[config.mk]
export PLATFORM = sky130hd
export DESIGN_NAME = rail_fence_transposer_unit
export DESIGN_NICKNAME = d
export VERILOG_FILES = /design/src/rtl/rft_pkg.sv /design/src/rtl/rft_ctrl.sv /design/src/rtl/rft_dp.sv /design/src/rtl/rail_fence_transposer_unit.sv
export SDC_FILE = /design/constraint.sdc
export NUM_CORES = 1
export LEC_CHECK = 0
export BUFFER_PORTS_ARGS = -buffer_cell sky130_fd_sc_hd__buf_2
export CAP_MARGIN = 20
export CELL_PAD_IN_SITES_DETAIL_PLACEMENT = 0
export CELL_PAD_IN_SITES_GLOBAL_PLACEMENT = 2
export CORE_MARGIN = 2
export CORE_UTILIZATION = 50
export DETAILED_ROUTE_END_ITERATION = 16
export HOLD_SLACK_MARGIN = 0.05
export PLACE_DENSITY = 0.75
export SYNTH_ARGS = -nofsm -noshare
export SYNTH_HDL_FRONTEND = slang
export SYNTH_SLANG_ARGS = --single-unit
[constraint.sdc]
create_clock -name clk -period 7.6 [get_ports clk]
set_clock_uncertainty 0.2 [all_clocks]
set_input_delay 1.14 -clock clk [delete_from_list [all_inputs] [get_ports clk]]
set_output_delay 1.14 -clock clk [all_outputs]
set_load 0.005 [all_outputs]
[src/rtl/rft_pkg.sv]
// Shared types and constants for the rail fence transposer.
// No dependencies; imported by the controller, datapath and top level.
package rft_pkg;

  localparam int MAX_LEN   = 64;
  localparam int MAX_RAILS = 16;
  localparam int ADDR_W    = $clog2(MAX_LEN);
  localparam int CNT_W     = $clog2(MAX_LEN + 1);
  localparam int RAIL_W    = $clog2(MAX_RAILS);
  localparam int RC_W      = 5;
  localparam int SYM_W     = 8;

  // controller -> datapath commands
  typedef struct packed {
    logic load;       // store the accepted word
    logic setup;      // prepare the drain walk
    logic clear;      // drop the message without output
    logic rail_step;  // move to the next rail
    logic rail_take;  // point at the head of the current rail
    logic read;       // read the stores at the pointer
    logic emit;       // present one result word and advance
  } rft_cmd_t;

  // datapath -> controller status
  typedef struct packed {
    logic inorder;      // pass-through order
    logic present_cur;  // current rail holds bytes
    logic at_tail;      // pointer sits on the tail of its rail
    logic last_one;     // one word left to emit
    logic count_zero;   // nothing stored
  } rft_stat_t;

  // rail register clamped to 1..MAX_RAILS
  function automatic logic [RC_W-1:0] eff_rails(input logic [RC_W-1:0] rc);
    logic [RC_W-1:0] r;
    r = rc;
    if (rc == '0) r = RC_W'(1);
    if (rc > RC_W'(MAX_RAILS)) r = RC_W'(MAX_RAILS);
    return r;
  endfunction

endpackage

[src/rtl/rft_ctrl.sv]
// Sequencing state machine for load and drain of the transposer.
// Depends on rft_pkg for the command and status structs.
module rft_ctrl import rft_pkg::*; (
  input  logic      clk,
  input  logic      rst_n,
  input  logic      start,
  input  logic      in_final_req,
  input  rft_stat_t stat,
  output rft_cmd_t  cmd,
  output logic      busy
);

  typedef enum logic [2:0] {
    ST_IDLE,
    ST_SETUP,
    ST_RAIL,
    ST_READ,
    ST_EMIT
  } state_t;

  state_t state_r, state_nxt;

  // next state and commands
  always_comb begin
    state_nxt = state_r;
    cmd       = '0;
    case (state_r)
      ST_IDLE: begin
        if (start) begin
          cmd.load = 1'b1;
          if (in_final_req) state_nxt = ST_SETUP;
        end
      end
      ST_SETUP: begin
        if (stat.count_zero) begin
          cmd.clear = 1'b1;
          state_nxt = ST_IDLE;
        end else begin
          cmd.setup = 1'b1;
          state_nxt = stat.inorder ? ST_READ : ST_RAIL;
        end
      end
      ST_RAIL: begin
        if (stat.present_cur) begin
          cmd.rail_take = 1'b1;
          state_nxt     = ST_READ;
        end else begin
          cmd.rail_step = 1'b1;
        end
      end
      ST_READ: begin
        cmd.read  = 1'b1;
        state_nxt = ST_EMIT;
      end
      ST_EMIT: begin
        cmd.emit = 1'b1;
        if (stat.last_one) state_nxt = ST_IDLE;
        else if (stat.inorder || !stat.at_tail) state_nxt = ST_READ;
        else state_nxt = ST_RAIL;
      end
      default: state_nxt = ST_IDLE;
    endcase
  end

  // state and busy flag
  always_ff @(posedge clk) begin
    if (!rst_n) begin
      state_r <= ST_IDLE;
      busy    <= 1'b0;
    end else begin
      state_r <= state_nxt;
      busy    <= (state_nxt != ST_IDLE);
    end
  end

endmodule

[src/rtl/rft_dp.sv]
// Datapath: byte store, per-rail linked lists, zigzag tagging, result register.
// Depends on rft_pkg; driven by rft_ctrl commands.
module rft_dp import rft_pkg::*; (
  input  logic             clk,
  input  logic             rst_n,
  input  logic             cfg_we,
  input  logic [RC_W-1:0]  cfg_data,
  input  logic [SYM_W-1:0] in_symbol,
  input  rft_cmd_t         cmd,
  output rft_stat_t        stat,
  output logic             out_valid,
  output logic [SYM_W-1:0] out_symbol,
  output logic             out_last,
  output logic             out_truncated
);

  // memories
  logic [SYM_W-1:0]  byte_mem [MAX_LEN];
  logic [ADDR_W-1:0] next_mem [MAX_LEN];

  // per-rail list ends
  logic [ADDR_W-1:0] head_r [MAX_RAILS];
  logic [ADDR_W-1:0] tail_r [MAX_RAILS];

  logic [RC_W-1:0]   rail_count_r;
  logic [CNT_W-1:0]  byte_count_r;
  logic [RAIL_W-1:0] cur_rail_r;
  logic              down_r;
  logic              overflow_r;
  logic [MAX_RAILS-1:0] present_r;
  logic [ADDR_W-1:0] ptr_r;
  logic [RAIL_W-1:0] rail_r;
  logic [CNT_W-1:0]  remain_r;
  logic [SYM_W-1:0]  byte_rd_r;
  logic [ADDR_W-1:0] next_rd_r;
  logic              out_valid_r, out_last_r, out_trunc_r;
  logic [SYM_W-1:0]  out_symbol_r;

  logic [RC_W-1:0]   rails;
  logic              room;
  logic [RAIL_W-1:0] tag, cr_a, cur_rail_nxt;
  logic              md_a, down_nxt;
  logic [RAIL_W-1:0] tail_sel;
  logic [ADDR_W-1:0] tail_rd;
  logic [ADDR_W-1:0] wr_addr;
  logic              store_en;

  assign rails    = eff_rails(rail_count_r);
  assign room     = (byte_count_r < CNT_W'(MAX_LEN));
  assign wr_addr  = byte_count_r[ADDR_W-1:0];
  assign store_en = cmd.load && room;

  // zigzag rail tag for the incoming word
  always_comb begin
    cr_a         = cur_rail_r;
    md_a         = down_r;
    tag          = '0;
    cur_rail_nxt = '0;
    down_nxt     = 1'b1;
    if (rails > RC_W'(1)) begin
      if ({1'b0, cur_rail_r} >= (rails - RC_W'(1))) begin
        cr_a = RAIL_W'(rails - RC_W'(1));
        md_a = 1'b0;
      end
      if (cr_a == '0) md_a = 1'b1;
      tag          = cr_a;
      cur_rail_nxt = md_a ? (cr_a + RAIL_W'(1)) : (cr_a - RAIL_W'(1));
      down_nxt     = md_a;
    end
  end

  // one tail read port, shared by load and drain
  assign tail_sel = cmd.load ? tag : rail_r;
  assign tail_rd  = tail_r[tail_sel];

  // status
  assign stat.inorder     = (rails <= RC_W'(1)) || (byte_count_r < CNT_W'(rails));
  assign stat.present_cur = present_r[rail_r];
  assign stat.at_tail     = (ptr_r == tail_rd);
  assign stat.last_one    = (remain_r == CNT_W'(1));
  assign stat.count_zero  = (byte_count_r == '0);

  // control registers
  always_ff @(posedge clk) begin
    if (!rst_n) begin
      rail_count_r <= RC_W'(1);
      byte_count_r <= '0;
      cur_rail_r   <= '0;
      down_r       <= 1'b1;
      overflow_r   <= 1'b0;
      present_r    <= '0;
      out_valid_r  <= 1'b0;
    end else begin
      out_valid_r <= cmd.emit;
      if (cfg_we) rail_count_r <= cfg_data;
      if (cmd.load) begin
        if (room) begin
          byte_count_r    <= byte_count_r + CNT_W'(1);
          cur_rail_r      <= cur_rail_nxt;
          down_r          <= down_nxt;
          present_r[tag]  <= 1'b1;
        end else begin
          overflow_r <= 1'b1;
        end
      end
      if (cmd.clear || (cmd.emit && stat.last_one)) begin
        byte_count_r <= '0;
        cur_rail_r   <= '0;
        down_r       <= 1'b1;
        overflow_r   <= 1'b0;
        present_r    <= '0;
      end
    end
  end

  // drain walk and result payload
  always_ff @(posedge clk) begin
    if (cmd.setup) begin
      ptr_r    <= '0;
      rail_r   <= '0;
      remain_r <= byte_count_r;
    end
    if (cmd.rail_step) rail_r <= rail_r + RAIL_W'(1);
    if (cmd.rail_take) ptr_r  <= head_r[rail_r];
    if (cmd.emit) begin
      out_symbol_r <= byte_rd_r;
      out_last_r   <= stat.last_one;
      out_trunc_r  <= overflow_r;
      remain_r     <= remain_r - CNT_W'(1);
      if (stat.inorder) ptr_r <= ptr_r + ADDR_W'(1);
      else if (stat.at_tail) rail_r <= rail_r + RAIL_W'(1);
      else ptr_r <= next_rd_r;
    end
  end

  // list ends per rail
  always_ff @(posedge clk) begin
    if (store_en) begin
      tail_r[tag] <= wr_addr;
      if (!present_r[tag]) head_r[tag] <= wr_addr;
    end
  end

  // byte and link stores
  always_ff @(posedge clk) begin
    if (store_en) begin
      byte_mem[wr_addr] <= in_symbol;
      if (present_r[tag]) next_mem[tail_rd] <= wr_addr;
    end
    if (cmd.read) begin
      byte_rd_r <= byte_mem[ptr_r];
      next_rd_r <= next_mem[ptr_r];
    end
  end

  assign out_valid     = out_valid_r;
  assign out_symbol    = out_symbol_r;
  assign out_last      = out_last_r;
  assign out_truncated = out_trunc_r;

endmodule

[src/rtl/rail_fence_transposer_unit.sv]
// A non-final word is stored without leaving idle; after a final word the drain runs setup,
// then (in rail order) a search for a rail with bytes, then per result a store read and then
// the result register, plus a rail step for each further rail visited. Each message is
// loaded, then drained, and no word is taken while it drains; the receiver cannot stall.
// Reset (rst_n low, synchronous) empties the message and sets the rail count to one;
// byte and link stores are not cleared.
module rail_fence_transposer_unit import rft_pkg::*; (
  input  logic             clk,
  input  logic             rst_n,
  input  logic             start,
  output logic             busy,
  input  logic [SYM_W-1:0] in_symbol,
  input  logic             in_final_req,
  output logic             out_valid,
  output logic [SYM_W-1:0] out_symbol,
  output logic             out_last,
  output logic             out_truncated,
  input  logic             cfg_valid,
  output logic             cfg_ready,
  input  logic [RC_W-1:0]  cfg_data
);

  rft_cmd_t  cmd;
  rft_stat_t stat;

  // register write always taken
  assign cfg_ready = 1'b1;

  rft_ctrl u_ctrl (
    .clk          (clk),
    .rst_n        (rst_n),
    .start        (start),
    .in_final_req (in_final_req),
    .stat         (stat),
    .cmd          (cmd),
    .busy         (busy)
  );

  rft_dp u_dp (
    .clk           (clk),
    .rst_n         (rst_n),
    .cfg_we        (cfg_valid && cfg_ready),
    .cfg_data      (cfg_data),
    .in_symbol     (in_symbol),
    .cmd           (cmd),
    .stat          (stat),
    .out_valid     (out_valid),
    .out_symbol    (out_symbol),
    .out_last      (out_last),
    .out_truncated (out_truncated)
  );

`ifndef SYNTHESIS
  // last word of a message leaves the block idle
  a_last_idle: assert property (@(posedge clk) disable iff (!rst_n)
    out_valid && out_last |-> !busy) else $error("busy after last word");

  // results never come in consecutive cycles
  a_spacing: assert property (@(posedge clk) disable iff (!rst_n)
    out_valid |=> !out_valid) else $error("back-to-back result words");

  // a non-final word never starts a drain
  a_nonfinal: assert property (@(posedge clk) disable iff (!rst_n)
    start && !busy && !in_final_req |=> !busy) else $error("busy after non-final word");

  // drain starts only from a final word
  a_drain_cause: assert property (@(posedge clk) disable iff (!rst_n)
    $rose(busy) |-> $past(start && in_final_req)) else $error("drain without final word");
`endif

endmodule

# After elaboration in Yosys (flattened, before gate mapping)
# Memory sizes are Yosys's and may differ from the RTL's. A register that Yosys moved wholly into a read port is not among the register bits.
# Cells that the tools add are included.
# W data, S select, Z words.
[word_totals]
ff_bits = 66
ramBits = 1088
in_bits = 18
output_inout_bits = 13
wordCells = 116
mem_count = 4
[mem_list]
columns = ["memory", "words", "width", "read_ports", "rd_ports_with_merged_regs", "write_ports", "line", "rtl"]
rows = [
  ["u_dp.byte_mem", 64, 8, 1, 1, 1, "rft_dp.sv:18", "logic [SYM_W-1:0] byte_mem [MAX_LEN];"],
  ["u_dp.next_mem", 64, 6, 1, 1, 1, "rft_dp.sv:19", "logic [ADDR_W-1:0] next_mem [MAX_LEN];"],
  ["u_dp.head_r", 16, 6, 1, 1, 1, "rft_dp.sv:22", "logic [ADDR_W-1:0] head_r [MAX_RAILS];"],
  ["u_dp.tail_r", 16, 6, 1, 0, 1, "rft_dp.sv:23", "logic [ADDR_W-1:0] tail_r [MAX_RAILS];"],
]
[classes]
add_sub_neg = 7
n_lt_le_gt_ge = 9
n_eq_ne = 6
mux = 56
bitwise = 3
n_reduce_logical = 16
[ops]
columns = ["op", "count"]
rows = [
  ["$mux W4", 11],
  ["$mux W6", 5],
  ["$mux W1", 25],
  ["$or A16 B16 Y16", 1],
  ["$mux W3", 5],
  ["$pmux W3 S5", 1],
  ["$mux W7", 2],
  ["$lt A4 B5 Y1 const B", 2],
  ["$mux W5", 2],
  ["$add A4 B1 Y4 const B", 2],
  ["$bmux W1 S4", 2],
  ["$add A7 B1 Y7 const B", 1],
  ["$eq A7 B1 Y1 const B", 1],
  ["$logic_not A7 Y1", 1],
  ["$lt A7 B5 Y1", 1],
  ["$lt A7 B7 Y1 const B", 1],
  ["$sub A7 B1 Y7 const B", 1],
  ["$add A6 B1 Y6 const B", 1],
  ["$eq A3 B2 Y1 const B", 2],
  ["$eq A6 B6 Y1", 1],
  ["$ge A4 B5 Y1", 1],
  ["$gt A5 B1 Y1 const B", 1],
  ["$gt A5 B5 Y1 const B", 1],
  ["$le A5 B1 Y1 const B", 1],
  ["other kinds (18)", 25],
]

# Logic depth before layout (Yosys ltp)
# Gate-level depths: netlist of run 1.
# An unclocked memory read counts as a cell.
[logic_depth]
word_depth = 17
mapped_depth = 23
mapped_depth_nobuf = 18

# Hierarchy
# From an unflattened synthesis of run 1, not the netlist that was laid out.
[hier_totals]
hier_cells = 2388
hier_area_um2 = 47068.9
[by_module_without_submodules]
columns = ["module", "n_inst", "cells_per_inst", "area_each_um2", "seq_area_each_um2"]
rows = [
  ["rft_dp", 1, 2348, 46744.8, 34503.1],
  ["rft_ctrl", 1, 38, 312.8, 80.1],
  ["rail_fence_transposer_unit", 1, 2, 11.3, 0.0],
]

# Worst setup path before layout of run 1
# Ideal clock, no wire load.
[synth_path]
path_type = "flip-flop to flip-flop"
startpoint = "register u_dp.rail_count_r[2]"
endpoint = "memory u_dp.next_mem[17][0] in the netlist's numbering, enable pin"
setup_time_ns = 0.386
arrival_time_ns = 5.085
required_time_ns = 7.014
setup_slack_ns = 1.930
path_stages_with_launch = 22
path_buffers = 4
period_less_slack_ns = 5.670
path_cell_list = "dfxtp_1 > buf_6 > nor3_1 > o21ai_0 > ha_1 > xor2_1 > ha_1 > o21ai_0 > nand2b_1 > clkbuf_1 > nand3_1 > o21ai_2 > clkinv_1 > o21ai_0 > a221oi_1 > o21ai_0 > o211ai_1 > or2_2 > clkbuf_1 > or4_1 > buf_2 > nor4_1"
[synth_via]
elab_chain_cells = 13
word_cells_on_any_way = 17
cone_classes = "add/sub (1); order compare (3); mux (11); reduce/logical (1); memory (1)"
[synth_rtl]
columns = ["item", "line", "rtl"]
rows = [
  ["start, declared", "rft_dp.sv:25", "logic [RC_W-1:0] rail_count_r;"],
  ["start signal, assigned", "rft_dp.sv:95", "if (cfg_we) rail_count_r <= cfg_data;"],
  ["parallel branches: the longest is 2 deep, another holds $gt A5 B5 Y1", "n/a", ""],
  ["$mux W5 *", "rft_pkg.sv:38", "if (rc > RC_W'(MAX_RAILS)) r = RC_W'(MAX_RAILS);"],
  ["$sub A5 B1 Y5", "rft_dp.sv:61", "if ({1'b0, cur_rail_r} >= (rails - RC_W'(1))) begin"],
  ["$ge A4 B5 Y1", "rft_dp.sv:61", ""],
  ["$mux W4", "rft_dp.sv:61", ""],
  ["$mux W4", "rft_dp.sv:60", "if (rails > RC_W'(1)) begin"],
  ["$mux W4 *", "rft_dp.sv:60", ""],
  ["$bmux W1 S4", "rft_dp.sv:148", "if (present_r[tag]) next_mem[tail_rd] <= wr_addr;"],
  ["$mux W1 (not written as such)", "rft_dp.sv:148", ""],
  ["$mux W1", "rft_dp.sv:148", ""],
  ["$mux W1", "rft_dp.sv:146", "if (store_en) begin"],
  ["$mux W1 (not written as such)", "rft_dp.sv:148", ""],
  ["end, declared", "rft_dp.sv:19", ""],
]
# Every way passes the cells marked *. The select of a mux whose other input is x is not followed.

# Worst setup path after layout of run 1
[layout_path]
startpoint = "register u_dp.rail_count_r[2]"
endpoint = "memory u_dp.next_mem[7][0] in the netlist's numbering, enable pin"
# The elaborated chain is that of the path after synthesis.

==> metrics.md, run 1 <==
| Metric | Value |
|---|---|
| Result of the run | `finished, final reports clean` |
| Final instance area | `around 52,000 um^2` |
| Critical path endpoint category | `register` |
| Critical Path Start | `u_dp.rail_count_r[2]$_SDFFE_PN0P_` |
| Max-cap viol count | `0` |
| Quantity of gates resized following cts | `0` |
| Logic depth of the worst register-to-register path | `17` |
| RSZ-0062 raised after global routing | `false` |
| Ys async rst share | `0` |
| Via Count | `about 23,000` |
| DIE HEIGHT | `between 300 and 400 um` |
| Vias in the first global route | `about 23,000` |
| Clock network power share | `0.324` |
| Startpoint of the worst hold path | `u_dp.byte_rd_r[0]$_DFFE_PP_` |
| Net count of the finished layout | `2,454` |
| Maximum count of clock buffers along a single path | `3` |
| Iteration count of the initial detailed-routing pass | `6` |
| Primary flip-flop cell chosen by synthesis mapping | `sky130_fd_sc_hd__edfxtp_1` |
| Fill cell count | `slightly below 7,000` |
| Root buffer cell | `sky130_fd_sc_hd__clkbuf_16` |
| Post-detailed-placement half-perimeter wirelength | `around 67,000 um` |
| Setup TNS | `0 ns` |
| DRC violation count after routing | `0` |
| Worst R2R Setup Slack | `just over 0.7 ns` |
| Total power | `18.0 mW` |
| Final Max Tran Viols | `0` |
| Required time of the worst setup path | `between 7 and 8 ns` |
| Clock latency reported for the late side of the worst-skew pair | `just over 0.7 ns` |
| Post-CTS setup buffer count | `0` |
| Hold-fix buffer count after cts | `0` |
| Portion of the post-synthesis area used by sequential elements | `0.740` |
| Number of vias per cell after detailed routing | `a little over 6` |
| Avg Cell Area, Syn | `between 15 and 20 um^2` |
| Sw Pwr | `around 5.4 mW` |
| Period minus WS final | `~6.9 ns` |
| Ys Warns | `0` |
| Switching part of the total | `0.298` |
| Worst Path Class, Setup | `reg2reg` |
| Deepest level of the CTS H-tree | `3` |
| Number of antenna-violating nets in the routed design | `0` |
| Fraction of final layout cells with drive strength greater than 1 | `0.250` |
| Peak VDD IR | `~310 uV` |
| Initial standard-cell utilization of the core | `0.503` |
| Placeable Area | `between 90,000 and 100,000 um^2` |
| Total routing resource utilization after global routing | `0.231` |
| Syn-to-layout area delta | `12.0%` |
| Num ports | `31` |
| Capture instance of the worst register-to-register path | `u_dp.next_mem[7][0]$_DFFE_PP_` |
| Worst hold stages | `0` |
| Cell area after synthesis | `46,700 um^2` |
| Crit-path max FO | `10` |
| CTS tree | `yes` |
| Count of final setup violators | `0` |
| R2r startpoint | `u_dp.rail_count_r[2]$_SDFFE_PN0P_` |
| Total internal power | `~13 mW` |
| Distinct cell type count of the synthesized netlist | `a little under 80` |
| Clock slew at reported path FFs | `roughly 0.060 ns` |
| PortBufs | `29` |
| Number of synthesized flops with an enable pin | `between 1,000 and 1,500` |
| DRC marker count from the first detailed-route iteration | `2,533` |
| Worst hold endpoint | `u_dp.out_symbol[0]$_DFFE_PP_` |
| Gate count after technology mapping | `2,346` |
| Final worst-path cycle share | `0.905` |
| Die boundary width | `roughly 310 um` |
| Number of antenna cells inserted | `0` |
| Total wirelength of the detailed-routed design | `109,000 um` |
| PD cells | `343 nW/um^2` |
| Antenna violations before repair | `0` |
| Worst-Margin Slew | `1.08 ns` |
| Logic pwr share | `0.257` |
| Storage element area | `around 35,000 um^2` |
| Last weighted congestion value of the routability-driven placer | `between 0.8 and 0.9` |
| Relative contribution of sequential cells to total power | `0.419` |
| Headroom to the max-slew limit | `0.281` |
| Total number of placement rows | `roughly 110` |
| Post-layout utilization of the core | `0.564` |
| Global-route wire length before repair | `approximately 160,000 um` |
| Final-report hold violation count | `0` |
| Class of the most critical hold timing path | `reg2reg` |
| Number of clock sinks | `1,168` |
| TritonCTS Buffers | `roughly 120` |
| Routed len/inst | `~29 um` |
| Worst setup SP type | `register` |
| Cell area reported after detailed placement | `48,400 um^2` |
| DIE AREA | `between 90,000 and 100,000 um^2` |
| Congestion Overflow GR | `0` |
| Maximum frequency from static timing analysis | `about 0.15 GHz` |
| Number of synthesized register bits | `1,168` |
| Pin count of the biggest net entering global routing | `between 150 and 200` |
| Area used by multi-input combinational logic | `approximately 12,000 um^2` |
| Static leakage | `roughly 17 nW` |
| Syn_nets | `roughly 2,400` |
| Arrival time of data at the critical path endpoint | `roughly 7.0 ns` |
## cell usage after synthesis, types with 4 or more instances
| library cell | number | share of area |
|---|---|---|
| sky130_fd_sc_hd__nand2b_1 | 13 | 0.0017 |
| sky130_fd_sc_hd__a221oi_1 | 12 | 0.0022 |
| sky130_fd_sc_hd__o211a_1 | 9 | 0.0019 |
| sky130_fd_sc_hd__or2_2 | 11 | 0.0015 |
| sky130_fd_sc_hd__buf_2 | 9 | 0.00096 |
| sky130_fd_sc_hd__and2_1 | 36 | 0.0048 |
| sky130_fd_sc_hd__a21oi_1 | 28 | 0.0030 |
| sky130_fd_sc_hd__xor2_1 | 11 | 0.0021 |
| sky130_fd_sc_hd__nor4_1 | 10 | 0.0013 |
| sky130_fd_sc_hd__dfxtp_1 | 49 | 0.021 |
| sky130_fd_sc_hd__nand2_1 | 104 | 0.0084 |
| sky130_fd_sc_hd__a2bb2oi_1 | 6 | 0.0011 |
| sky130_fd_sc_hd__o211ai_1 | 4 | 0.00064 |
| sky130_fd_sc_hd__mux4_2 | 329 | 0.16 |
| sky130_fd_sc_hd__xnor2_1 | 12 | 0.0022 |
| sky130_fd_sc_hd__nor2_1 | 195 | 0.016 |
| sky130_fd_sc_hd__inv_1 | 17 | 0.0014 |
| sky130_fd_sc_hd__a211oi_1 | 8 | 0.0013 |
| sky130_fd_sc_hd__o22ai_1 | 5 | 0.00067 |
| sky130_fd_sc_hd__nand3_1 | 32 | 0.0034 |
| sky130_fd_sc_hd__nor2b_1 | 14 | 0.0019 |
| sky130_fd_sc_hd__or3_1 | 6 | 0.00080 |
| sky130_fd_sc_hd__clkbuf_1 | 84 | 0.0067 |
| sky130_fd_sc_hd__a31oi_1 | 7 | 0.00094 |
| sky130_fd_sc_hd__mux2i_1 | 29 | 0.0062 |
| sky130_fd_sc_hd__a2111oi_0 | 4 | 0.00075 |
| sky130_fd_sc_hd__or4_1 | 5 | 0.00080 |
| sky130_fd_sc_hd__a311oi_1 | 7 | 0.0013 |
| sky130_fd_sc_hd__a31o_2 | 4 | 0.00075 |
| sky130_fd_sc_hd__and3_1 | 7 | 0.00094 |
| sky130_fd_sc_hd__edfxtp_1 | 1119 | 0.72 |
| sky130_fd_sc_hd__o21ai_0 | 18 | 0.0019 |
| sky130_fd_sc_hd__nor3_1 | 13 | 0.0014 |
| sky130_fd_sc_hd__a22oi_1 | 6 | 0.00096 |
| sky130_fd_sc_hd__o21ai_1 | 5 | 0.00054 |
| sky130_fd_sc_hd__buf_1 | 33 | 0.0027 |
| sky130_fd_sc_hd__ha_1 | 18 | 0.0048 |
## cell families (layout without fill, tap and decap cells)
| group | after synthesis | after routing | share of synthesized area |
|---|---|---|---|
| xor gates and xnor gates | 23 | 23 | 0.00431 |
| muxes | 358 | 358 | 0.165 |
| other | 1 | 1 | 0.0000802 |
| AOI/OAI and AO/OA | 158 | 158 | 0.0252 |
| DFF | 1168 | 1168 | 0.740 |
| adders and majority gates | 19 | 19 | 0.00525 |
| and+or+nand+nor | 469 | 469 | 0.0475 |
| buffers and inverters | 150 | 324 | 0.0129 |
## how the worst max path moves through the flow
stage                                                end
after floorplan           u_dp.next_mem[17][0]$_DFFE_PP_
after global placement    u_dp.next_mem[54][5]$_DFFE_PP_
after detailed placement   u_dp.next_mem[7][4]$_DFFE_PP_
after CTS                  u_dp.next_mem[7][1]$_DFFE_PP_
after global routing       u_dp.next_mem[7][3]$_DFFE_PP_
final                      u_dp.next_mem[7][0]$_DFFE_PP_
## registers in the layout, summed over array words and instances, names as in the netlist, 3 cells and up
register,cells
u_dp.present_r,16
u_dp.byte_count_r,7
u_dp.remain_r,7
u_dp.head_r,96
u_dp.rail_r,4
u_dp.cur_rail_r,4
u_dp.tail_r,96
u_ctrl.state_r,3
u_dp.next_mem,384
u_dp.byte_mem,512
u_dp.ptr_r,6
u_dp.rail_count_r,5
u_dp.byte_rd_r,8
u_dp.next_rd_r,6
u_dp.out_symbol,8
## worst max-delay path: stages, from the launching register on
cell and delay, ns:
sky130_fd_sc_hd__dfxtp_1 0.47, sky130_fd_sc_hd__nor3_1 0.10, sky130_fd_sc_hd__o21ai_0 0.38, sky130_fd_sc_hd__ha_1 0.35, sky130_fd_sc_hd__xor2_1 0.18, sky130_fd_sc_hd__ha_1 0.23, sky130_fd_sc_hd__o21ai_0 0.13, sky130_fd_sc_hd__nand2b_1 0.32
sky130_fd_sc_hd__nand3_1 0.29, sky130_fd_sc_hd__o211ai_1 0.70, sky130_fd_sc_hd__nand2_1 0.46, sky130_fd_sc_hd__a221oi_1 0.50, sky130_fd_sc_hd__nor3_1 0.11, sky130_fd_sc_hd__a21oi_1 0.69, sky130_fd_sc_hd__nand2b_1 0.13, sky130_fd_sc_hd__or2_2 0.35
sky130_fd_sc_hd__or2_2 0.40, sky130_fd_sc_hd__nor2_1 0.47
## final cells by class
cell class,count,area share
inverter,19,0.00136
multi-input combinational,1028,0.221
timing repair buffer,83,0.0121
clock inverter,82,0.0168
clock buffer,140,0.0577
tap,1254,0.0300
sequential,1168,0.661
## layout by cell type, fill, tap and decap left out, types with 13 or more instances in the layout
cell / instances
sky130_fd_sc_hd__inv_1: 17
sky130_fd_sc_hd__and2_1: 36
sky130_fd_sc_hd__nor2b_1: 14
sky130_fd_sc_hd__buf_2: 29
sky130_fd_sc_hd__nand2b_1: 13
sky130_fd_sc_hd__bufinv_16: 15
sky130_fd_sc_hd__clkbuf_1: 22
sky130_fd_sc_hd__dfxtp_1: 38
sky130_fd_sc_hd__clkbuf_16: 117
sky130_fd_sc_hd__nand3_1: 32
sky130_fd_sc_hd__o21ai_0: 17
sky130_fd_sc_hd__buf_4: 47
sky130_fd_sc_hd__nand2_1: 104
sky130_fd_sc_hd__edfxtp_1: 1119
sky130_fd_sc_hd__nor2_1: 195
sky130_fd_sc_hd__nor3_1: 13
sky130_fd_sc_hd__mux4_2: 329
sky130_fd_sc_hd__clkinv_1: 30
sky130_fd_sc_hd__mux2i_1: 29
sky130_fd_sc_hd__a21oi_1: 28
sky130_fd_sc_hd__clkinv_2: 24
sky130_fd_sc_hd__ha_1: 18
## power groups by stage
| stage | Clock, mW | Sequential, mW | Combinational, mW |
|---|---|---|---|
| global placement | 0 | 7.67 | 4.59 |
| global route | 6.16 | 7.56 | 4.90 |
| floorplan | 0 | 7.44 | 3.33 |
| detailed placement | 0 | 7.68 | 4.60 |
| CTS | 5.91 | 7.54 | 4.62 |
| finish | 5.82 | 7.53 | 4.61 |
## per-layer routing
| layer | vias to the layer above | part of all wire | track usage |
|---|---|---|---|
| li1 | 9781 | - | - |
| met1 | 12200 | 0.42 | 0.333 |
| met2 | 881 | 0.48 | 0.360 |
| met3 | 151 | 0.075 | 0.0515 |
| met4 | 0 | 0.024 | 0.0610 |
| met5 | - | 0 | 0 |
## through the flow
stage | setup WS (ns) | hold WS, ns | std cells
6_report | 0.724 | 0.219 | 3774
5_1_grt | 0.318 | 0.233 | 3774
3_3_place_gp | 0.988 | 0.209 | 3547
2_1_floorplan | 1.93 | 0.200 | 2346
3_5_place_dp | 0.953 | 0.206 | 3547
4_1_cts | 0.862 | 0.222 | 3769
No activity file was read; power rests on OpenSTA's default activity.
==> run 2, diff against run 1 <==
- clock period: 7.6 -> 6.7 ns (I/O delays scaled with it)
==> metrics.md, run 2 (same netlist as run 1, synthesis figures left out) <==
| Metric | Value |
|---|---|
| Crit-path max FO | `15 (+5)` |
| Relative contribution of sequential cells to total power | `0.421 (+0.002)` |
| Register with the most flip-flops | `u_dp.byte_mem` |
| DR top layer | `met4` |
| Clock latency reported for the late side of the worst-skew pair | `0.72 ns (about the same)` |
| Routed len/inst | `28.8 um (-0.20%)` |
| Number of clock sinks | `1,168 (unchanged)` |
| DRC violation count after routing | `0 (unchanged)` |
| Number of vias per cell after detailed routing | `6.10 (+0.15%)` |
| Cell Count Post-Placement | `3,581 (+0.96%)` |
| Total wirelength of the detailed-routed design | `109,000 um (+0.46%)` |
| Fraction of final layout cells with drive strength greater than 1 | `0.263 (+0.0129)` |
| Post-detailed-placement half-perimeter wirelength | `67,900 um (+1.3%)` |
| Clock network power share | `0.316 (-0.008)` |
| Antenna violations before repair | `1 (+1)` |
| Setup TNS | `0 ns (unchanged)` |
| Hold-fix buffer count after cts | `0 (unchanged)` |
| PD cells | `385 nW/um^2 (+12%)` |
| Fill cell count | `6,950 (+0.94%)` |
| Period minus WS final | `6.34 ns (-0.533 ns)` |
| Placeable Area | `92,900 um^2 (unchanged)` |
| Largest registers | `u_dp.byte_mem x512, u_dp.next_mem x384` |
| Iteration count of the initial detailed-routing pass | `5 (-1)` |
| Number of antenna cells inserted | `0 (unchanged)` |
| Post-Route M1 WL | `48,100 um (+4.4%)` |
| Final worst-path cycle share | `0.947 (+0.0420)` |
| Class of the most critical hold timing path | `reg2reg` |
| Congestion Overflow GR | `0 (unchanged)` |
| Vias in the first global route | `23,500 (+1.9%)` |
| Result of the run | `finished, final reports clean` |
| Worst Path Class, Setup | `reg2reg` |
| Static leakage | `17.3 nW (+0.77%)` |
| Total length of routed met3 wires | `6760 um (-17%)` |
| Critical path endpoint category | `register` |
| Headroom to the max-slew limit | `0.267 (-0.0139)` |
| Die boundary width | `310 um (unchanged)` |
| Worst setup SP type | `register` |
| Number of antenna-violating nets in the routed design | `0 (unchanged)` |
| Count of final setup violators | `0 (unchanged)` |
| Maximum count of clock buffers along a single path | `3 (unchanged)` |
| Switching part of the total | `0.299 (+0.000630)` |
| Total number of placement rows | `112 (unchanged)` |
| Max-cap viol count | `0 (unchanged)` |
| Deepest level of the CTS H-tree | `3 (unchanged)` |
| Final instance area | `52,500 um^2 (+0.31%)` |
| Most common cell after layout, fill and taps aside | `sky130_fd_sc_hd__edfxtp_1` |
| Final Max Tran Viols | `0 (unchanged)` |
| Net count of the finished layout | `2,487 (+1.3%)` |
| Total routing resource utilization after global routing | `0.232 (+0.00142)` |
| Num ports | `31 (unchanged)` |
| Max reg flops | `512 (unchanged)` |
| Met2 layer wire length in the routed design | `52,200 um (+0.40%)` |
| Syn-to-layout area delta | `12.4%` |
| Last weighted congestion value of the routability-driven placer | `0.869 (+2.1%)` |
| PortBufs | `29 (unchanged)` |
| Worst hold slack across all endpoints | `0.224 ns (+0.00446 ns)` |
| Global-route wire length before repair | `161,000 um (+1.0%)` |
| Quantity of gates resized following cts | `0 (unchanged)` |
| DIE HEIGHT | `310 um (unchanged)` |
| Final-report hold violation count | `0 (unchanged)` |
| Total internal power | `14.2 mW (+13%)` |
| CTS tree | `yes` |
| DRC marker count from the first detailed-route iteration | `2,532 (-0.039%)` |
| Final non-filler cell total | `3,799 (+0.66%)` |
| Sw Pwr | `6.05 mW (+13%)` |
| Most used cells in the layout excluding fill and tap cells | `sky130_fd_sc_hd__edfxtp_1 (1,119), sky130_fd_sc_hd__mux4_2 (329), sky130_fd_sc_hd__nor2_1 (195)` |
| Logic pwr share | `0.263 (+0.006)` |
| Worst-Margin Slew | `1.10 ns (+0.0193 ns)` |
| Initial standard-cell utilization of the core | `0.503 (unchanged)` |
| Peak VDD IR | `247 uV (-21%)` |
| Pin count of the biggest net entering global routing | `109 (-36%)` |
| Arrival time of data at the critical path endpoint | `6.49 ns (-0.50 ns)` |
| TritonCTS Buffers | `116 (-0.85%)` |
| Cell area reported after detailed placement | `48,600 um^2 (+0.55%)` |
| Root buffer cell | `sky130_fd_sc_hd__clkbuf_16` |
| Clock slew at reported path FFs | `0.06 ns (about the same)` |
| Via Count | `23,200 (+0.82%)` |
| Post-CTS setup buffer count | `0 (unchanged)` |
| Required time of the worst setup path | `6.85 ns (-0.86 ns)` |
| DIE AREA | `95,900 um^2 (unchanged)` |
| Maximum frequency from static timing analysis | `0.158 GHz (+8.4%)` |
| RSZ-0062 raised after global routing | `false` |
==> run 2: cell count changes in the layout (fill, tap and decap cells not counted), sizes merged <==
cell | before | now
buf | 81 | 117
bufinv | 15 | 11
clkbuf | 142 | 137
inv | 23 | 21
==> run 2: power groups by stage <==
stage / Clock, mW / Sequential (mW) / Combinational [mW]
2_1_floorplan: 0 / 8.44 / 3.77
3_3_place_gp: 0 / 8.68 / 5.28
3_5_place_dp: 0 / 8.69 / 5.29
5_1_grt: 6.79 / 8.55 / 5.65
6_report: 6.40 / 8.53 / 5.31
4_1_cts: 6.51 / 8.53 / 5.31
==> run 2: final cells by class <==
type / instances / area (um^2) / share of cell area
flip-flops and latches: 1168 / 34600 / 0.659
multi-input cells: 1028 / 11600 / 0.221
inverters: 19 / 71.3 / 0.00136
repair buffers: 117 / 933 / 0.0178
clock inverters: 76 / 726 / 0.0138
clock buffers: 137 / 3020 / 0.0576
well taps: 1254 / 1570 / 0.0299
==> run 2: final timing paths <==
kind,from,endpoint,slack [ns],cells after the start
hold / removal,u_dp.byte_rd_r[6]$_DFFE_PP_,u_dp.out_symbol[6]$_DFFE_PP_,0.22,0
setup / recovery,u_dp.rail_count_r[2]$_SDFFE_PN0P_,u_dp.next_mem[1][3]$_DFFE_PP_,0.36,15
hold reg to reg,u_dp.byte_rd_r[6]$_DFFE_PP_,u_dp.out_symbol[6]$_DFFE_PP_,0.22,0
setup reg to reg,u_dp.rail_count_r[2]$_SDFFE_PN0P_,u_dp.next_mem[1][3]$_DFFE_PP_,0.36,15
==> run 2: worst max-delay path, stage by stage (launching register included) <==
cell	delay, ns
sky130_fd_sc_hd__dfxtp_1	0.48
sky130_fd_sc_hd__nor3_1	0.11
sky130_fd_sc_hd__o21ai_1	0.28
sky130_fd_sc_hd__ha_1	0.31
sky130_fd_sc_hd__xor2_1	0.21
sky130_fd_sc_hd__ha_1	0.25
sky130_fd_sc_hd__o21ai_0	0.11
sky130_fd_sc_hd__nor2b_1	0.19
sky130_fd_sc_hd__o31ai_2	0.61
sky130_fd_sc_hd__o21ai_4	0.25
sky130_fd_sc_hd__a2111oi_0	0.76
sky130_fd_sc_hd__a311oi_1	0.21
sky130_fd_sc_hd__or4_1	0.68
sky130_fd_sc_hd__or4_1	0.77
sky130_fd_sc_hd__inv_1	0.16
sky130_fd_sc_hd__and2_1	0.39
==> run 2: through the flow <==
step                worst slack [ns]   util  power [mW]
floorplan                       1.03      -        12.2
global placement               0.369  0.523        14.0
detailed placement             0.254  0.524        14.0
CTS                            0.172  0.564        20.4
global route                  0.0381  0.565        21.0
finish                         0.357  0.565        20.2
==> run 2: per-layer routing <==
layer	vias to the layer above	track usage
li1	9834	-
met1	12400	0.346
met2	788	0.361
met3	151	0.0368
met4	0	0.0643
met5	-	0
==> run 3, diff against run 2 <==
- CORE_UTILIZATION: 50 -> 26
- PLACE_DENSITY: 0.75 -> 0.43
==> metrics.md, run 3 (same netlist as run 1, synthesis figures left out) <==
| Metric | Value |
|---|---|
| Result of the run | `finished, final reports clean` |
| Via Count | `23,100 (-0.52%)` |
| Crit-path max FO | `18 (+3)` |
| Peak VDD IR | `227 uV (-8.0%)` |
| Net count of the finished layout | `2,540 (+2.1%)` |
| Required time of the worst setup path | `6.89 ns (+0.04 ns)` |
| Critical path endpoint category | `register` |
| Maximum single-stage delay on the critical path | `0.77 ns (about the same)` |
| Startpoint of the worst hold path | `u_dp.byte_rd_r[1]$_DFFE_PP_` |
| Final-report hold violation count | `0 (unchanged)` |
| Total routing resource utilization after global routing | `0.145 (-0.0869)` |
| Max reg flops | `512 (unchanged)` |
| Clock latency reported for the late side of the worst-skew pair | `0.77 ns (+0.05 ns)` |
| Number of vias per cell after detailed routing | `4.65 (-24%)` |
| Quantity of gates resized following cts | `0 (unchanged)` |
| Routed len/inst | `26.8 um (-6.8%)` |
| Num ports | `31 (unchanged)` |
| Count of final setup violators | `0 (unchanged)` |
| TritonCTS Buffers | `142 (+22%)` |
| Worst-Margin Slew | `1.01 ns (-0.0898 ns)` |
| Fraction of met3 tracks used by global routing | `0.0242 (-0.0125)` |
| Total power | `21.8 mW (+7.9%)` |
| Global-route wire length before repair | `190,000 um (+18%)` |
| Iteration count of the initial detailed-routing pass | `7 (+2)` |
| Number of clock sinks | `1,168 (unchanged)` |
| Final worst-path cycle share | `0.926 (-0.0209)` |
| CTS tree | `yes` |
| Antenna violations before repair | `3 (+2)` |
| Arrival time of data at the critical path endpoint | `6.39 ns (-0.10 ns)` |
| Static leakage | `17.8 nW (+3.3%)` |
| Most used cells in the layout excluding fill and tap cells | `sky130_fd_sc_hd__edfxtp_1 (1,119), sky130_fd_sc_hd__mux4_2 (329), sky130_fd_sc_hd__nor2_1 (194)` |
| Total wirelength of the detailed-routed design | `133,000 um (+22%)` |
| Worst-path cell with the longest stage delay | `sky130_fd_sc_hd__or4_1` |
| Cell Chain, Critical Path | `nor3_1, o21ai_0, ha_1, xor2_1, ha_1, o21ai_0, nand2b_1, nand3_1, o211a_1, nor2_1, buf_4, nor4_1, or4_1, or4_1, nor2_1` |
| Last weighted congestion value of the routability-driven placer | `0.763 (-12%)` |
| Global-route layer with the greatest usage | `met2` |
| Post-CTS setup buffer count | `0 (unchanged)` |
| Worst Path Class, Setup | `reg2reg` |
| Max-cap viol count | `0 (unchanged)` |
| DIE HEIGHT | `428 um (+38%)` |
| Global-route track usage on met1 | `0.197 (-0.148)` |
| Cell area reported after detailed placement | `50,300 um^2 (+3.4%)` |
| Initial standard-cell utilization of the core | `0.262 (-0.241)` |
| Post-detailed-placement half-perimeter wirelength | `83,300 um (+23%)` |
| Cell Count Post-Placement | `4,714 (+32%)` |
| Met2 GRT Util | `0.240 (-0.121)` |
| DIE AREA | `183,000 um^2 (+91%)` |
| Die boundary width | `428 um (+38%)` |
| Final Max Tran Viols | `0 (unchanged)` |
| DRC marker count from the first detailed-route iteration | `1,747 (-31%)` |
| Placeable Area | `179,000 um^2 (+92%)` |
| Maximum count of clock buffers along a single path | `3 (unchanged)` |
| Root buffer cell | `sky130_fd_sc_hd__clkbuf_16` |
| Cell family with the largest share of critical-path delay | `simple AND/OR/NAND/NOR gates` |
| PD cells | `397 nW/um^2 (+3.0%)` |
| Headroom to the max-slew limit | `0.327 (+0.0599)` |
| Worst setup SP type | `register` |
| Fill cell count | `17,200 (+150%)` |
| Register with the most flip-flops | `u_dp.byte_mem` |
| Total number of placement rows | `155 (+38%)` |
| Deepest level of the CTS H-tree | `4 (+1)` |
| Largest registers | `u_dp.byte_mem x512, u_dp.next_mem x384` |
| R2r startpoint | `u_dp.rail_count_r[2]$_SDFFE_PN0P_` |
| Clock slew at reported path FFs | `0.06 ns (about the same)` |
| Final instance area | `55,000 um^2 (+4.7%)` |
| Worst R2R Setup Slack | `0.50 ns (+0.14 ns)` |
| Pin count of the biggest net entering global routing | `129 (+18%)` |
| Number of antenna-violating nets in the routed design | `0 (unchanged)` |
| Post-layout utilization of the core | `0.308 (-0.257)` |
| Class of the most critical hold timing path | `reg2reg` |
| Setup TNS | `0 ns (unchanged)` |
| Hold-fix buffer count after cts | `0 (unchanged)` |
| Period minus WS final | `6.20 ns (-0.140 ns)` |
| Buffers & Inverters on Critical Path | `1 (unchanged)` |
| Congestion Overflow GR | `0 (unchanged)` |
| Final non-filler cell total | `4,966 (+31%)` |
| Most common cell after layout, fill and taps aside | `sky130_fd_sc_hd__edfxtp_1` |
| Fraction of final layout cells with drive strength greater than 1 | `0.282 (+0.0191)` |
| PortBufs | `29 (unchanged)` |
| RSZ-0062 raised after global routing | `false` |
| Critical Path Start | `u_dp.rail_count_r[2]$_SDFFE_PN0P_` |
| DRC violation count after routing | `0 (unchanged)` |
| Vias in the first global route | `24,500 (+4.2%)` |
| Maximum frequency from static timing analysis | `0.161 GHz (+2.3%)` |
| Syn-to-layout area delta | `17.7%` |
## run 3: changes by cell type in the layout (fill, tap and decap cells not counted), sizes merged
cell	change
buf	+27
clkbuf	+25
bufinv	+7
inv	+4
clkinvlp	+2
diode	+1
## run 3: worst reg2reg max path: stages, from the launching register on
cell	delay (ns)
sky130_fd_sc_hd__dfxtp_1	0.48
sky130_fd_sc_hd__nor3_1	0.10
sky130_fd_sc_hd__o21ai_0	0.26
sky130_fd_sc_hd__ha_1	0.31
sky130_fd_sc_hd__xor2_1	0.19
sky130_fd_sc_hd__ha_1	0.23
sky130_fd_sc_hd__o21ai_0	0.11
sky130_fd_sc_hd__nand2b_1	0.32
sky130_fd_sc_hd__nand3_1	0.33
sky130_fd_sc_hd__o211a_1	0.37
sky130_fd_sc_hd__nor2_1	0.39
sky130_fd_sc_hd__buf_4	0.33
sky130_fd_sc_hd__nor4_1	0.08
sky130_fd_sc_hd__or4_1	0.77
sky130_fd_sc_hd__or4_1	0.74
sky130_fd_sc_hd__nor2_1	0.60
## run 3: metrics by stage
| stage | hold slack, ns | worst slack [ns] |
|---|---|---|
| finish | 0.233 | 0.497 |
| global route | 0.242 | 0.123 |
| detailed placement | 0.222 | 0.176 |
| floorplan | 0.200 | 1.03 |
| CTS | 0.186 | 0.119 |
| global placement | 0.216 | 0.0649 |
## run 3: final cells by class
type	instances	area (um^2)	area share
Multi-Input combinational cell	1028	11600	0.211
Clock buffer	162	3690	0.0671
Timing Repair Buffer	144	1070	0.0195
Tap cell	2355	2950	0.0536
Antenna cell	1	2.50	0.0000455
Inverter	19	71.3	0.00130
Sequential cell	1168	34600	0.629
Clock inverter	89	1000	0.0182
## run 3: final timing paths
| check | endpoint | depth (start not counted) |
|---|---|---|
| min reg2reg | u_dp.out_symbol[1]$_DFFE_PP_ | 0 |
| max reg2reg | u_dp.next_mem[20][3]$_DFFE_PP_ | 15 |
| min | u_dp.out_symbol[1]$_DFFE_PP_ | 0 |
| max | u_dp.next_mem[20][3]$_DFFE_PP_ | 15 |
## run 3: routing by layer
metal | part of all wire | wire length [um]
met5 | 0 | 0
met4 | 0.023 | 3070
met2 | 0.49 | 65100
met3 | 0.033 | 4360
met1 | 0.46 | 60600
## run 3: where the power goes
part | internal, mW | total [mW] | switching (mW)
Clock | 4.66 | 7.74 | 3.08
Sequential | 8.23 | 8.61 | 0.384
Combinational | 2.34 | 5.48 | 3.14
Total | 15.2 | 21.8 | 6.61
